## src/design/accel_ramp_generator_top_macros.svh

```systemverilog
// ----------------------------------------------------------------------------
// accel_ramp_generator_top_macros.svh
// Assertion macros for the ramp generator; empty when SYNTH is defined.
// ----------------------------------------------------------------------------
`ifndef ACCEL_RAMP_GENERATOR_TOP_MACROS_SVH
`define ACCEL_RAMP_GENERATOR_TOP_MACROS_SVH

`ifndef SYNTH
// same-cycle implication, clocked on clk, off during reset
`define ARG_ASSERT_IMP(lbl, ante, cons) \
	lbl: assert property (@(posedge clk) disable iff (!arst_n) (ante) |-> (cons)) \
		else $error("ramp generator assertion failed");
// next-cycle implication, clocked on clk, off during reset
`define ARG_ASSERT_NXT(lbl, ante, cons) \
	lbl: assert property (@(posedge clk) disable iff (!arst_n) (ante) |=> (cons)) \
		else $error("ramp generator assertion failed");
`else
`define ARG_ASSERT_IMP(lbl, ante, cons)
`define ARG_ASSERT_NXT(lbl, ante, cons)
`endif

`endif

```

## src/design/argen_pkg.sv

```systemverilog
// ----------------------------------------------------------------------------
// argen_pkg
// Word types, codes and the control store of the ramp generator.
// ----------------------------------------------------------------------------
package argen_pkg;

	// input word
	typedef struct packed {
		logic [1:0]  action;
		logic [15:0] elapsed;
	} in_word_t;

	// result word
	typedef struct packed {
		logic               running;
		logic signed [31:0] current_value;
		logic [16:0]        progress;
	} out_word_t;

	// actions
	localparam logic [1:0] ACT_TICK  = 2'd0;
	localparam logic [1:0] ACT_START = 2'd1;
	localparam logic [1:0] ACT_STOP  = 2'd2;

	// configuration register indexes
	localparam logic [1:0] REG_START_VALUE = 2'd0;
	localparam logic [1:0] REG_END_VALUE   = 2'd1;
	localparam logic [1:0] REG_INIT_VEL    = 2'd2;
	localparam logic [1:0] REG_ACCEL       = 2'd3;

	localparam logic [16:0] ONE_Q16 = 17'h10000;

	// datapath operations
	localparam logic [3:0] OP_NOP        = 4'd0;
	localparam logic [3:0] OP_START      = 4'd1;
	localparam logic [3:0] OP_STOP       = 4'd2;
	localparam logic [3:0] OP_MUL_LD_ACC = 4'd3;
	localparam logic [3:0] OP_MUL_LD_VEL = 4'd4;
	localparam logic [3:0] OP_MUL_STEP   = 4'd5;
	localparam logic [3:0] OP_VEL_UPD    = 4'd6;
	localparam logic [3:0] OP_POS_UPD    = 4'd7;
	localparam logic [3:0] OP_DIV_LOAD   = 4'd8;
	localparam logic [3:0] OP_DIV_STEP   = 4'd9;
	localparam logic [3:0] OP_DIV_DONE   = 4'd10;
	localparam logic [3:0] OP_PROG_FULL  = 4'd11;
	localparam logic [3:0] OP_REPORT     = 4'd12;

	// jump conditions
	localparam logic [2:0] C_NEVER    = 3'd0;
	localparam logic [2:0] C_ALWAYS   = 3'd1;
	localparam logic [2:0] C_LOOP     = 3'd2;
	localparam logic [2:0] C_DISARMED = 3'd3;
	localparam logic [2:0] C_GE       = 3'd4;

	// program addresses
	localparam logic [3:0] A_START    = 4'd0;
	localparam logic [3:0] A_STOP     = 4'd1;
	localparam logic [3:0] A_TICK     = 4'd2;
	localparam logic [3:0] A_MUL_ACC  = 4'd3;
	localparam logic [3:0] A_LOOP_ACC = 4'd4;
	localparam logic [3:0] A_VEL      = 4'd5;
	localparam logic [3:0] A_MUL_VEL  = 4'd6;
	localparam logic [3:0] A_LOOP_VEL = 4'd7;
	localparam logic [3:0] A_POS      = 4'd8;
	localparam logic [3:0] A_PROG     = 4'd9;
	localparam logic [3:0] A_LOOP_DIV = 4'd10;
	localparam logic [3:0] A_DIV_DONE = 4'd11;
	localparam logic [3:0] A_FULL     = 4'd12;
	localparam logic [3:0] A_REPORT   = 4'd13;

	// one control word
	typedef struct packed {
		logic [3:0] op;
		logic [2:0] cond;
		logic [3:0] target;
	} ucode_t;

	// control store
	function automatic ucode_t ucode_rom(input logic [3:0] addr);
		ucode_t w;
		w = '{op: OP_NOP, cond: C_NEVER, target: A_REPORT};
		unique case (addr)
			A_START:    w = '{op: OP_START,      cond: C_ALWAYS,   target: A_PROG};
			A_STOP:     w = '{op: OP_STOP,       cond: C_ALWAYS,   target: A_REPORT};
			A_TICK:     w = '{op: OP_NOP,        cond: C_DISARMED, target: A_REPORT};
			A_MUL_ACC:  w = '{op: OP_MUL_LD_ACC, cond: C_NEVER,    target: A_REPORT};
			A_LOOP_ACC: w = '{op: OP_MUL_STEP,   cond: C_LOOP,     target: A_LOOP_ACC};
			A_VEL:      w = '{op: OP_VEL_UPD,    cond: C_NEVER,    target: A_REPORT};
			A_MUL_VEL:  w = '{op: OP_MUL_LD_VEL, cond: C_NEVER,    target: A_REPORT};
			A_LOOP_VEL: w = '{op: OP_MUL_STEP,   cond: C_LOOP,     target: A_LOOP_VEL};
			A_POS:      w = '{op: OP_POS_UPD,    cond: C_NEVER,    target: A_REPORT};
			A_PROG:     w = '{op: OP_DIV_LOAD,   cond: C_GE,       target: A_FULL};
			A_LOOP_DIV: w = '{op: OP_DIV_STEP,   cond: C_LOOP,     target: A_LOOP_DIV};
			A_DIV_DONE: w = '{op: OP_DIV_DONE,   cond: C_ALWAYS,   target: A_REPORT};
			A_FULL:     w = '{op: OP_PROG_FULL,  cond: C_NEVER,    target: A_REPORT};
			A_REPORT:   w = '{op: OP_REPORT,     cond: C_NEVER,    target: A_REPORT};
			default:    w = '{op: OP_REPORT,     cond: C_NEVER,    target: A_REPORT};
		endcase
		return w;
	endfunction

	// saturate a widened sum to signed 32 bits
	function automatic logic signed [31:0] sat32(input logic signed [34:0] v);
		logic signed [31:0] r;
		if (v[34:31] == 4'b0000 || v[34:31] == 4'b1111) begin
			r = v[31:0];
		end else if (v[34]) begin
			r = 32'sh8000_0000;
		end else begin
			r = 32'sh7fff_ffff;
		end
		return r;
	endfunction

	// |a - b| of two signed 32-bit values
	function automatic logic [31:0] absdiff(input logic signed [31:0] a,
		input logic signed [31:0] b);
		logic [32:0] d;
		logic [32:0] n;
		d = {a[31], a} - {b[31], b};
		n = -d;
		return d[32] ? n[31:0] : d[31:0];
	endfunction

endpackage

```

## src/design/accel_ramp_generator_top.sv

```systemverilog
// ----------------------------------------------------------------------------
// accel_ramp_generator_top
// Constant-acceleration ramp generator run by a microcoded sequencer.
// ----------------------------------------------------------------------------
// One input word is taken at a time and gives one result word. An unused
// action code goes straight to the report step. The work is done by the
// shared datapath: a 16-step shift-add multiplier used twice (velocity, then
// displacement) and a 16-step restoring divider for the progress. A start
// or tick whose distance already covers the span skips the divider. The input
// is ready again as soon as a result is loaded. A finished result waits in
// an output register, and the next word is taken while it waits; that word
// stalls at its report step until the held result is taken. Configuration
// registers may be written at any time the block is idle and take effect at
// the next start word.
`include "accel_ramp_generator_top_macros.svh"

module accel_ramp_generator_top (
	input  logic                  clk,
	input  logic                  arst_n,
	input  logic                  in_valid,
	output logic                  in_ready,
	input  argen_pkg::in_word_t   in_data,
	output logic                  out_valid,
	input  logic                  out_ready,
	output argen_pkg::out_word_t  out_data,
	input  logic                  cfg_valid,
	output logic                  cfg_ready,
	input  logic [1:0]            cfg_index,
	input  logic [31:0]           cfg_data
);
	import argen_pkg::*;

	// configuration and latched ramp settings
	logic signed [31:0] start_value_q, end_value_q, init_vel_q, accel_q;
	logic signed [31:0] lat_start_q, lat_end_q, lat_accel_q;

	// ramp state
	logic signed [31:0] value_q, vel_q;
	logic               armed_q;
	logic [16:0]        progress_q;

	// sequencer
	logic       busy_q;
	logic [3:0] pc_q;
	logic [3:0] cnt_q;
	logic [15:0] dt_q;
	ucode_t     uw;
	logic       step_en;
	logic       take_jump;

	// multiplier and divider registers
	logic [31:0] mul_mag_q;
	logic        mul_neg_q;
	logic [31:0] mul_hi_q;
	logic [15:0] mul_lo_q;
	logic [31:0] rem_q;
	logic [31:0] den_q;
	logic [15:0] quot_q;

	// output register
	logic      out_valid_q;
	out_word_t out_q;

	// combinational datapath
	logic [32:0]        mul_sum;
	logic [32:0]        mul_round;
	logic signed [33:0] mterm;
	logic signed [34:0] vel_sum;
	logic signed [34:0] pos_sum;
	logic signed [31:0] pos_sat;
	logic               up;
	logic               clamp;
	logic [31:0]        num_now;
	logic [31:0]        den_now;
	logic               span_done;
	logic [32:0]        div_sh;
	logic [32:0]        div_diff;
	logic               div_bit;
	logic [31:0]        acc_mag;
	logic [31:0]        vel_mag;
	logic [3:0]         entry_pc;

	assign in_ready  = !busy_q;
	assign cfg_ready = 1'b1;
	assign out_valid = out_valid_q;
	assign out_data  = out_q;

	// fetch and stall at report while the output register is full
	assign uw      = ucode_rom(pc_q);
	assign step_en = busy_q && !(uw.op == OP_REPORT && out_valid_q && !out_ready);

	// jump condition
	always_comb begin
		take_jump = 1'b0;
		unique case (uw.cond)
			C_NEVER:    take_jump = 1'b0;
			C_ALWAYS:   take_jump = 1'b1;
			C_LOOP:     take_jump = (cnt_q != 4'd0);
			C_DISARMED: take_jump = !armed_q;
			C_GE:       take_jump = span_done;
			default:    take_jump = 1'b0;
		endcase
	end

	// entry point by action
	always_comb begin
		unique case (in_data.action)
			ACT_TICK:  entry_pc = A_TICK;
			ACT_START: entry_pc = A_START;
			ACT_STOP:  entry_pc = A_STOP;
			default:   entry_pc = A_REPORT;
		endcase
	end

	// shift-add multiplier step and rounding of the Q16.16 product
	assign mul_sum   = {1'b0, mul_hi_q} + (mul_lo_q[0] ? {1'b0, mul_mag_q} : 33'd0);
	assign mul_round = {1'b0, mul_hi_q} + {32'd0, mul_lo_q[15]};
	assign mterm     = mul_neg_q ? -$signed({1'b0, mul_round}) : $signed({1'b0, mul_round});

	// operand magnitudes
	assign acc_mag = lat_accel_q[31] ? (~lat_accel_q + 32'd1) : lat_accel_q;
	assign vel_mag = vel_q[31] ? (~vel_q + 32'd1) : vel_q;

	// velocity and position sums
	assign vel_sum = {{3{vel_q[31]}}, vel_q} + {mterm[33], mterm};
	assign up      = lat_end_q >= lat_start_q;
	assign pos_sum = up ? ({{3{value_q[31]}}, value_q} + {mterm[33], mterm})
	                    : ({{3{value_q[31]}}, value_q} - {mterm[33], mterm});
	assign pos_sat = sat32(pos_sum);
	assign clamp   = up ? (pos_sat >= lat_end_q) : (pos_sat <= lat_end_q);

	// progress operands; a covered span saturates without dividing
	assign num_now   = absdiff(lat_start_q, value_q);
	assign den_now   = absdiff(lat_start_q, lat_end_q);
	assign span_done = num_now >= den_now;

	// restoring divider step
	assign div_sh   = {rem_q, 1'b0};
	assign div_diff = div_sh - {1'b0, den_q};
	assign div_bit  = div_sh >= {1'b0, den_q};

	// configuration registers
	always_ff @(posedge clk or negedge arst_n) begin
		if (!arst_n) begin
			start_value_q <= '0;
			end_value_q   <= '0;
			init_vel_q    <= '0;
			accel_q       <= '0;
		end else if (cfg_valid && cfg_ready) begin
			case (cfg_index)
				REG_START_VALUE: start_value_q <= cfg_data;
				REG_END_VALUE:   end_value_q   <= cfg_data;
				REG_INIT_VEL:    init_vel_q    <= cfg_data;
				REG_ACCEL:       accel_q       <= cfg_data;
				default:         start_value_q <= start_value_q;
			endcase
		end
	end

	// sequencer: program counter, loop counter, busy flag
	always_ff @(posedge clk or negedge arst_n) begin
		if (!arst_n) begin
			busy_q <= 1'b0;
			pc_q   <= A_REPORT;
			cnt_q  <= '0;
			dt_q   <= '0;
		end else if (!busy_q) begin
			if (in_valid) begin
				busy_q <= 1'b1;
				pc_q   <= entry_pc;
				dt_q   <= in_data.elapsed;
			end
		end else if (step_en) begin
			if (uw.op == OP_REPORT) begin
				busy_q <= 1'b0;
			end
			pc_q <= take_jump ? uw.target : pc_q + 4'd1;
			if (uw.op == OP_MUL_LD_ACC || uw.op == OP_MUL_LD_VEL || uw.op == OP_DIV_LOAD) begin
				cnt_q <= 4'd15;
			end else if (uw.op == OP_MUL_STEP || uw.op == OP_DIV_STEP) begin
				cnt_q <= cnt_q - 4'd1;
			end
		end
	end

	// ramp state and result word
	always_ff @(posedge clk or negedge arst_n) begin
		if (!arst_n) begin
			lat_start_q <= '0;
			lat_end_q   <= '0;
			lat_accel_q <= '0;
			value_q     <= '0;
			vel_q       <= '0;
			armed_q     <= 1'b0;
			progress_q  <= '0;
			out_valid_q <= 1'b0;
		end else begin
			// raise on the report step, drop once the word is taken
			if (step_en && uw.op == OP_REPORT) begin
				out_valid_q <= 1'b1;
			end else if (out_valid_q && out_ready) begin
				out_valid_q <= 1'b0;
			end
			if (step_en) begin
				unique case (uw.op)
					OP_START: begin
						lat_start_q <= start_value_q;
						lat_end_q   <= end_value_q;
						lat_accel_q <= accel_q;
						value_q     <= start_value_q;
						vel_q       <= init_vel_q;
						armed_q     <= 1'b1;
					end
					OP_STOP: begin
						armed_q <= 1'b0;
					end
					OP_VEL_UPD: begin
						vel_q <= sat32(vel_sum);
					end
					OP_POS_UPD: begin
						if (clamp) begin
							value_q <= lat_end_q;
							armed_q <= 1'b0;
						end else begin
							value_q <= pos_sat;
						end
					end
					OP_DIV_DONE: begin
						progress_q <= {1'b0, quot_q};
					end
					OP_PROG_FULL: begin
						progress_q <= ONE_Q16;
					end
					default: begin
						armed_q <= armed_q;
					end
				endcase
			end
		end
	end

	// multiplier and divider datapath
	always_ff @(posedge clk) begin
		if (step_en) begin
			case (uw.op)
				OP_MUL_LD_ACC: begin
					mul_mag_q <= acc_mag;
					mul_neg_q <= lat_accel_q[31];
					mul_hi_q  <= '0;
					mul_lo_q  <= dt_q;
				end
				OP_MUL_LD_VEL: begin
					mul_mag_q <= vel_mag;
					mul_neg_q <= vel_q[31];
					mul_hi_q  <= '0;
					mul_lo_q  <= dt_q;
				end
				OP_MUL_STEP: begin
					mul_hi_q <= mul_sum[32:1];
					mul_lo_q <= {mul_sum[0], mul_lo_q[15:1]};
				end
				OP_DIV_LOAD: begin
					rem_q  <= num_now;
					den_q  <= den_now;
					quot_q <= '0;
				end
				OP_DIV_STEP: begin
					rem_q  <= div_bit ? div_diff[31:0] : div_sh[31:0];
					quot_q <= {quot_q[14:0], div_bit};
				end
				default: begin
					mul_neg_q <= mul_neg_q;
				end
			endcase
		end
	end

	// result register load
	always_ff @(posedge clk) begin
		if (step_en && uw.op == OP_REPORT) begin
			out_q.running       <= armed_q;
			out_q.current_value <= value_q;
			out_q.progress      <= progress_q;
		end
	end

	// checks
	`ARG_ASSERT_IMP(a_result_from_report, $rose(out_valid_q), $past(pc_q) == A_REPORT)
	`ARG_ASSERT_IMP(a_done_leaves_result, $fell(busy_q), out_valid_q)
	`ARG_ASSERT_IMP(a_progress_bound, out_valid_q, out_q.progress <= ONE_Q16)
	`ARG_ASSERT_NXT(a_accept_starts, in_valid && in_ready, busy_q)

endmodule
```

## config.mk

```make
export PLATFORM = sky130hd
export DESIGN_NAME = accel_ramp_generator_top
export DESIGN_NICKNAME = d
export VERILOG_FILES = /design/src/design/argen_pkg.sv /design/src/design/accel_ramp_generator_top.sv
export VERILOG_INCLUDE_DIRS = /design/src /design/src/design
export SDC_FILE = /design/constraint.sdc
export NUM_CORES = 2
export LEC_CHECK = 0
export BUFFER_PORTS_ARGS = -buffer_cell sky130_fd_sc_hd__buf_4
export CORE_MARGIN = 8
export CORE_UTILIZATION = 35
export DETAILED_ROUTE_END_ITERATION = 8
export HOLD_SLACK_MARGIN = 0.03
export PLACE_DENSITY = 0.59
export SETUP_SLACK_MARGIN = 0.15
export SLEW_MARGIN = 20
export SYNTH_ARGS = -nofsm -noshare
export SYNTH_HDL_FRONTEND = slang
export SYNTH_SLANG_ARGS = --single-unit
```

## constraint.sdc

```tcl
create_clock -name clk -period 12.2 [get_ports clk]
set_clock_uncertainty 0.1 [all_clocks]
set_input_delay 0 -clock clk [delete_from_list [all_inputs] [get_ports clk]]
set_output_delay 0 -clock clk [all_outputs]
set_load 0.05 [all_outputs]
```

After elaboration in Yosys (flattened, before gate mapping)
Memory sizes are Yosys's and may differ from the RTL's.
Index checks and enable logic that the tools add are counted.
{"block": "totals", "regBits": 543, "romBits": 176, "inputBits": 57, "wordCells": 160, "mem_count": 1}
{"name": "(no name shown)", "words": 16, "width": 11, "read_ports": 1, "rd_clocked_by_memory_dff": 0, "wr": 0, "line_no": "argen_pkg.sv:82", "rtl": "unique case (addr)"}
{"block": "op_classes", "add_sub_neg": 15, "magnitude_cmp": 5, "eq_ne": 25, "mux": 39, "n_bitwise": 3, "n_reduce_logical": 46}
{"cell": "$mux W32", "n": 11}
{"cell": "$pmux W32 S2", "n": 5}
{"cell": "$ge A32 B32 Y1", "n": 3}
{"cell": "$add A32 B34 Y35", "n": 2}
{"cell": "$sub A32 B32 Y33", "n": 2}
{"cell": "$add A32 B1 Y32 const B", "n": 2}
{"cell": "$neg A32 Y32", "n": 2}
{"cell": "$not A32 Y32", "n": 2}
{"cell": "$pmux W16 S2", "n": 2}
{"cell": "$mux W35", "n": 1}
{"cell": "$sub A32 B34 Y35", "n": 1}
{"cell": "$mux W34", "n": 1}
{"cell": "$neg A33 Y34", "n": 1}
{"cell": "$pmux W17 S2", "n": 1}
{"cell": "$add A32 B1 Y33", "n": 1}
{"cell": "$add A32 B32 Y33", "n": 1}
{"cell": "$ge A33 B32 Y1", "n": 1}
{"cell": "$le A32 B32 Y1", "n": 1}
{"cell": "$sub A32 B32 Y32", "n": 1}
{"cell": "$eq A4 B4 Y1 const B", "n": 7}
{"cell": "$reduce_and A2 Y1", "n": 14}
{"cell": "$mux W4", "n": 6}
{"cell": "$reduce_bool A2 Y1", "n": 9}
{"cell": "$eq A4 B3 Y1 const B", "n": 4}
{"cell": "26 further kinds", "n": 52}

Depth between registers and ports, before layout
{"block": "logic_depth", "ltp_word": 12, "mapped_depth": 48, "depth_no_buf": 45}

Worst setup path before layout
OpenSTA, ideal clock, no wires.
{"block": "synth_path", "path_kind": "reg-to-reg", "start": "register mul_hi_q[0]", "end": "register value_q[3]", "t_arrival_ns": 9.240, "required_time_ns": 12.006, "setup_slack_ns": 2.766, "path_stages_with_launch": 47, "synth_period_minus_slack_ns": 9.434, "path_cell_list": "edfxtp_1 ha_1 ha_1 buf_2 or2_2 a21oi_1 o2111ai_1 a211o_1 or2_0 clkbuf_1 mux2i_1 o31a_1 nor4_1 nand3_1 o31ai_1 xnor2_1 ha_1 clkbuf_1 [... 11 more ...] clkbuf_1 a21oi_1 nor2_1 ha_1 a21o_1 a21o_1 a21oi_1 nor2b_1 o21ai_0 nand2b_1 a211oi_1 o21ai_0 mux2i_1 xnor2_1 a21oi_1 buf_1 a221oi_1 a211oi_1"}
{"block": "synth_via", "elab_chain_cells": 12, "elab_cells_between_ends": 16, "classes_between": "add/sub: 4; order compare: 2; eq/ne: 1; mux: 7; reduce/logical: 2"}
{"element": "from (decl)", "line_no": "accel_ramp_generator_top.sv:54", "rtl": "logic [31:0] mul_hi_q;"}
{"element": "from (signal assigned)", "line_no": "accel_ramp_generator_top.sv:259", "rtl": "mul_hi_q <= mul_sum[32:1];"}
{"element": "$add A32 B1 Y33 *", "line_no": "accel_ramp_generator_top.sv:117", "rtl": "assign mul_round = {1'b0, mul_hi_q} + {32'd0, mul_lo_q[15]};"}
{"element": "$neg A33 Y34", "line_no": "accel_ramp_generator_top.sv:118", "rtl": "assign mterm = mul_neg_q ? -$signed({1'b0, mul_round}) : $signed({1'b0, mul_round});"}
{"element": "$mux W34 *", "line_no": "accel_ramp_generator_top.sv:118"}
{"element": "$sub A32 B34 Y35 or $add A32 B34 Y35 (tied branches)", "line_no": "accel_ramp_generator_top.sv:128, accel_ramp_generator_top.sv:127"}
{"element": "$mux W35 *", "line_no": "accel_ramp_generator_top.sv:127", "rtl": "assign pos_sum = up ? ({{3{value_q[31]}}, value_q} + {mterm[33], mterm})"}
{"element": "$eq A4 B4 Y1 or $logic_not A4 Y1 (tied branches)", "line_no": "argen_pkg.sv:105", "rtl": "if (v[34:31] == 4'b0000 || v[34:31] == 4'b1111) begin"}
{"element": "$logic_or A1 B1 Y1", "line_no": "argen_pkg.sv:105"}
{"element": "$mux W32 *", "line_no": "argen_pkg.sv:105"}
{"element": "$le A32 B32 Y1 or $ge A32 B32 Y1 (tied branches)", "line_no": "accel_ramp_generator_top.sv:130", "rtl": "assign clamp = up ? (pos_sat >= lat_end_q) : (pos_sat <= lat_end_q);"}
{"element": "$mux W1", "line_no": "accel_ramp_generator_top.sv:130"}
{"element": "$mux W32 *", "line_no": "accel_ramp_generator_top.sv:221", "rtl": "if (clamp) begin"}
{"element": "$pmux W32 S2 *", "line_no": "accel_ramp_generator_top.sv:205", "rtl": "unique case (uw.op)"}
{"element": "to (signal assigned)", "line_no": "accel_ramp_generator_top.sv:210", "rtl": "value_q <= start_value_q;"}
{"element": "to (signal assigned)", "line_no": "accel_ramp_generator_top.sv:222", "rtl": "value_q <= lat_end_q;"}
{"element": "to (signal assigned)", "line_no": "accel_ramp_generator_top.sv:225", "rtl": "value_q <= pos_sat;"}
{"element": "to (decl)", "line_no": "accel_ramp_generator_top.sv:38", "rtl": "logic signed [31:0] value_q, vel_q;"}
Every way passes the cells marked *; elsewhere a longest branch is shown, timed or not.
A chain may end at the register's enable or synchronous reset.

Final worst setup path
{"block": "layout_path", "start": "register mul_hi_q[0]", "end": "register value_q[28]"}
The elaborated chain is that of the path after synthesis.

==> results.txt <==
Seq/Total Area, Yosys: 36.9%
Crit. End Element: flop
metal3 WL: 5830 µm
post-synth cell types: 103
clock-pin slew on the worst setup and hold paths: 0.06 ns
crit path max-delay cell type: or4_1
TritonCTS clock tree: done
Final ANT Viol Nets: 0
FF-to-FF End: value_q[28]$_DFFE_PN0P_
ys flop type: dfrtp_1
Via density: 5.46
Die H: 353 µm
share of cells above drive strength 1: 13.3%
Worst-Margin Slew: 1.10 ns
per-cell routed wire length: 20.5 µm
post-DP HPWL: 92800 µm
CP startpoint kind: flop
Setup Viol. Count Final: 0
CTS Buf Count: 69
Worst Path Arrival: 11.69 ns
final hold vios: 0
Port Buffers: 108
critical path class: reg -> reg
Fill cells: 11000
dpl cells: 5740
Max Clock Freq: 88.9 MHz
Post-Place Setup Slack: 1.15 ns
Max Used Layer: met4
die footprint: 124000 µm²
Crit Path Max Fanout: 30
Synth async-reset ratio: 61.1%
Commonest cells post-synth: 360 x nand2_1, 341 x a21oi_1, 339 x nor2_1
FF-to-FF path depth: 40
grt total ovfl: 0
clk buf depth: 3
routed wl met2: 55400 µm
via count: 32600
Site Rows: 123
Post-Syn Area: 39700 µm²
Root Buffer Master: clkbuf_16
All-Layer GR Usage: 19.0%
Post-Syn Nets: 4605
clock sink count: 543
Area Growth Syn to Fin: 15.1%
drt drc: 0
core area: 112000 µm²
worst setup path endpoint: value_q[28]$_DFFE_PN0P_
IO Count: 110
Yosys reg bits: 543
vias in the first global route: 31600
Syn Inst Count: 4263
nets@finish: 4766
area leader, netlist: dfrtp_1
global-route wire length before repair: 189000 µm
number of enable flip-flop cells after synthesis: 211
flop2flop setup slack: 0.95 ns
final period utilization: 92.2%
initial antenna violation count: 2
Post-Route WL: 123000 µm
share of the synthesized area in the top cell type: 20.8%
DR iter-0 viols: 2302
Setup Buffers After CTS: 0
unrepaired setup endpoints after global routing: false
gpl congestion: 0.933
max-cap viol count: 0
wire length on met1: 58400 µm
RR Startpoint: mul_hi_q[0]$_SDFFCE_PN0P_
fin cells: 5983
H-tree lvl count: 3
Data required, critical path: 12.63 ns
design area: 45700 µm²
status: finished, final reports clean
CP peak stage delay: 0.65 ns
final slew viol count: 0
clock latency at the later pin of the worst-skew pair: 0.67 ns
synth top area cells: dfrtp_1 21%, edfxtp_1 16%, ha_1 8.8%, mux2_2 6.5%, xnor2_1 5.2%
initial core utilization: 35.3%
top-count cell post-synth: nand2_1
syn_area_per_cell: 9.30 µm²
Die X: 353 µm
Post-DP Area: 42100 µm²
Worst slew margin: 24.6%
CP Launch Point: mul_hi_q[0]$_SDFFCE_PN0P_
minimum clock period: 11.25 ns
DRT Pass-1 Iters: 6
largest net degree at the start of global routing: 88
final setup margin: 0.948 ns
setup TNS: 0 ns
YS warnings: 0
HP Class: in -> reg
-- what timing repair did --
item / in CTS / in global routing
endpoints found under the hold margin: 240 / 0
resized for setup: 0 / 0
hold buffers: 112 / 0
-- worst max-delay path, delay by kind of cell, from the launching register on --
| kind | cells | cell delay, ns |
|---|---|---|
| and+or+nand+nor | 14 | 4.20 |
| DFF | 1 | 0.35 |
| xor gates and xnor gates | 6 | 1.60 |
| buffers and inverters | 1 | 0.19 |
| adders and majority gates | 4 | 1.31 |
| AOI/OAI and AO/OA | 14 | 3.11 |
| muxes | 1 | 0.19 |
-- sequential cells by signal, indices dropped and copies added, names as in the netlist, 17 cells and up --
name	count
den_q	32
rem_q	32
accel_q	32
start_value_q	32
end_value_q	32
lat_accel_q	32
progress_q	17
value_q	32
out_data	50
lat_start_q	32
mul_hi_q	32
lat_end_q	32
vel_q	32
mul_mag_q	32
init_vel_q	32
-- metrics by stage --
step           hold WS, ns  util (%)
3_5_place_dp        0.0142      37.4
6_report            0.0754      40.6
4_1_cts             0.0332      40.6
3_3_place_gp        0.0143      37.4
5_1_grt             0.0713      40.6
2_1_floorplan       -0.396         -
-- final cells by class --
| cell class | count | area (µm²) | share of cell area [%] |
|---|---|---|---|
| repair buffers | 264 | 2300 | 5.04 |
| clock inverters | 38 | 539 | 1.18 |
| well taps | 1500 | 1880 | 4.11 |
| inverters | 193 | 724 | 1.59 |
| multi-input cells | 3353 | 23700 | 51.8 |
| flip-flops and latches | 543 | 14600 | 32.1 |
| clock buffers | 90 | 1900 | 4.15 |
| diodes | 2 | 5.00 | 0.0110 |
-- worst min-delay path by stage --
stage | from | end | slack, ns | cells past startpoint
global placement | arst_n | lat_accel_q[11]$_DFFE_PN0P_ | 0.01 | 1
finish | cfg_data[27] | start_value_q[27]$_DFFE_PN0P_ | 0.08 | 3
detailed placement | arst_n | init_vel_q[13]$_DFFE_PN0P_ | 0.01 | 1
global route | cfg_data[27] | end_value_q[27]$_DFFE_PN0P_ | 0.07 | 3
floorplan | arst_n | accel_q[0]$_DFFE_PN0P_ | -0.40 | 0
CTS | cfg_data[27] | start_value_q[27]$_DFFE_PN0P_ | 0.03 | 3
-- metal layers --
| layer | vias to the layer above | global-route usage, % |
|---|---|---|
| li1 | 15800 | - |
| met1 | 15900 | 26.8 |
| met2 | 810 | 30.5 |
| met3 | 168 | 2.48 |
| met4 | 0 | 5.20 |
| met5 | - | 0 |
-- kinds of logic (layout without fill, tap and decap cells) --
| family | Yosys count | in the layout | share of synthesized area (%) |
|---|---|---|---|
| AO/OA/AOI/OAI | 1160 | 1160 | 19.0 |
| AND/OR/NAND/NOR | 1256 | 1256 | 15.4 |
| XOR/XNOR | 398 | 398 | 8.81 |
| flip-flops | 543 | 543 | 36.9 |
| adder cells (fa/ha/maj) | 285 | 285 | 9.10 |
| buffers and inverters | 367 | 585 | 3.65 |
| other | 1 | 3 | 0.00945 |
| multiplexers | 253 | 253 | 7.14 |
-- placed cells by master (no fill, tap or decap), types with 21 or more instances in the layout --
cell / count
a21oi_1: 339
nor4_1: 22
and2_1: 68
buf_4: 149
and3_1: 32
nor2b_1: 46
inv_1: 190
or2_2: 28
o21ai_0: 269
or4_1: 23
o211ai_1: 21
o21bai_1: 28
nand2_1: 359
mux2_2: 230
edfxtp_1: 211
dfrtp_1: 329
clkbuf_16: 70
a21boi_0: 32
or3_1: 33
xnor2_1: 236
nand4_1: 45
nor2_1: 337
a31oi_1: 30
xor2_1: 161
o31ai_1: 43
mux2i_1: 22
o21a_1: 39
dlygate4sd3_1: 111
a21o_1: 141
nand2b_1: 51
a211oi_1: 58
nand3_1: 77
ha_1: 279
nor3_1: 72
Power is left out: the tool's default activity adds up to more than one toggle a clock period on the data nets, which glitch-free logic cannot reach.
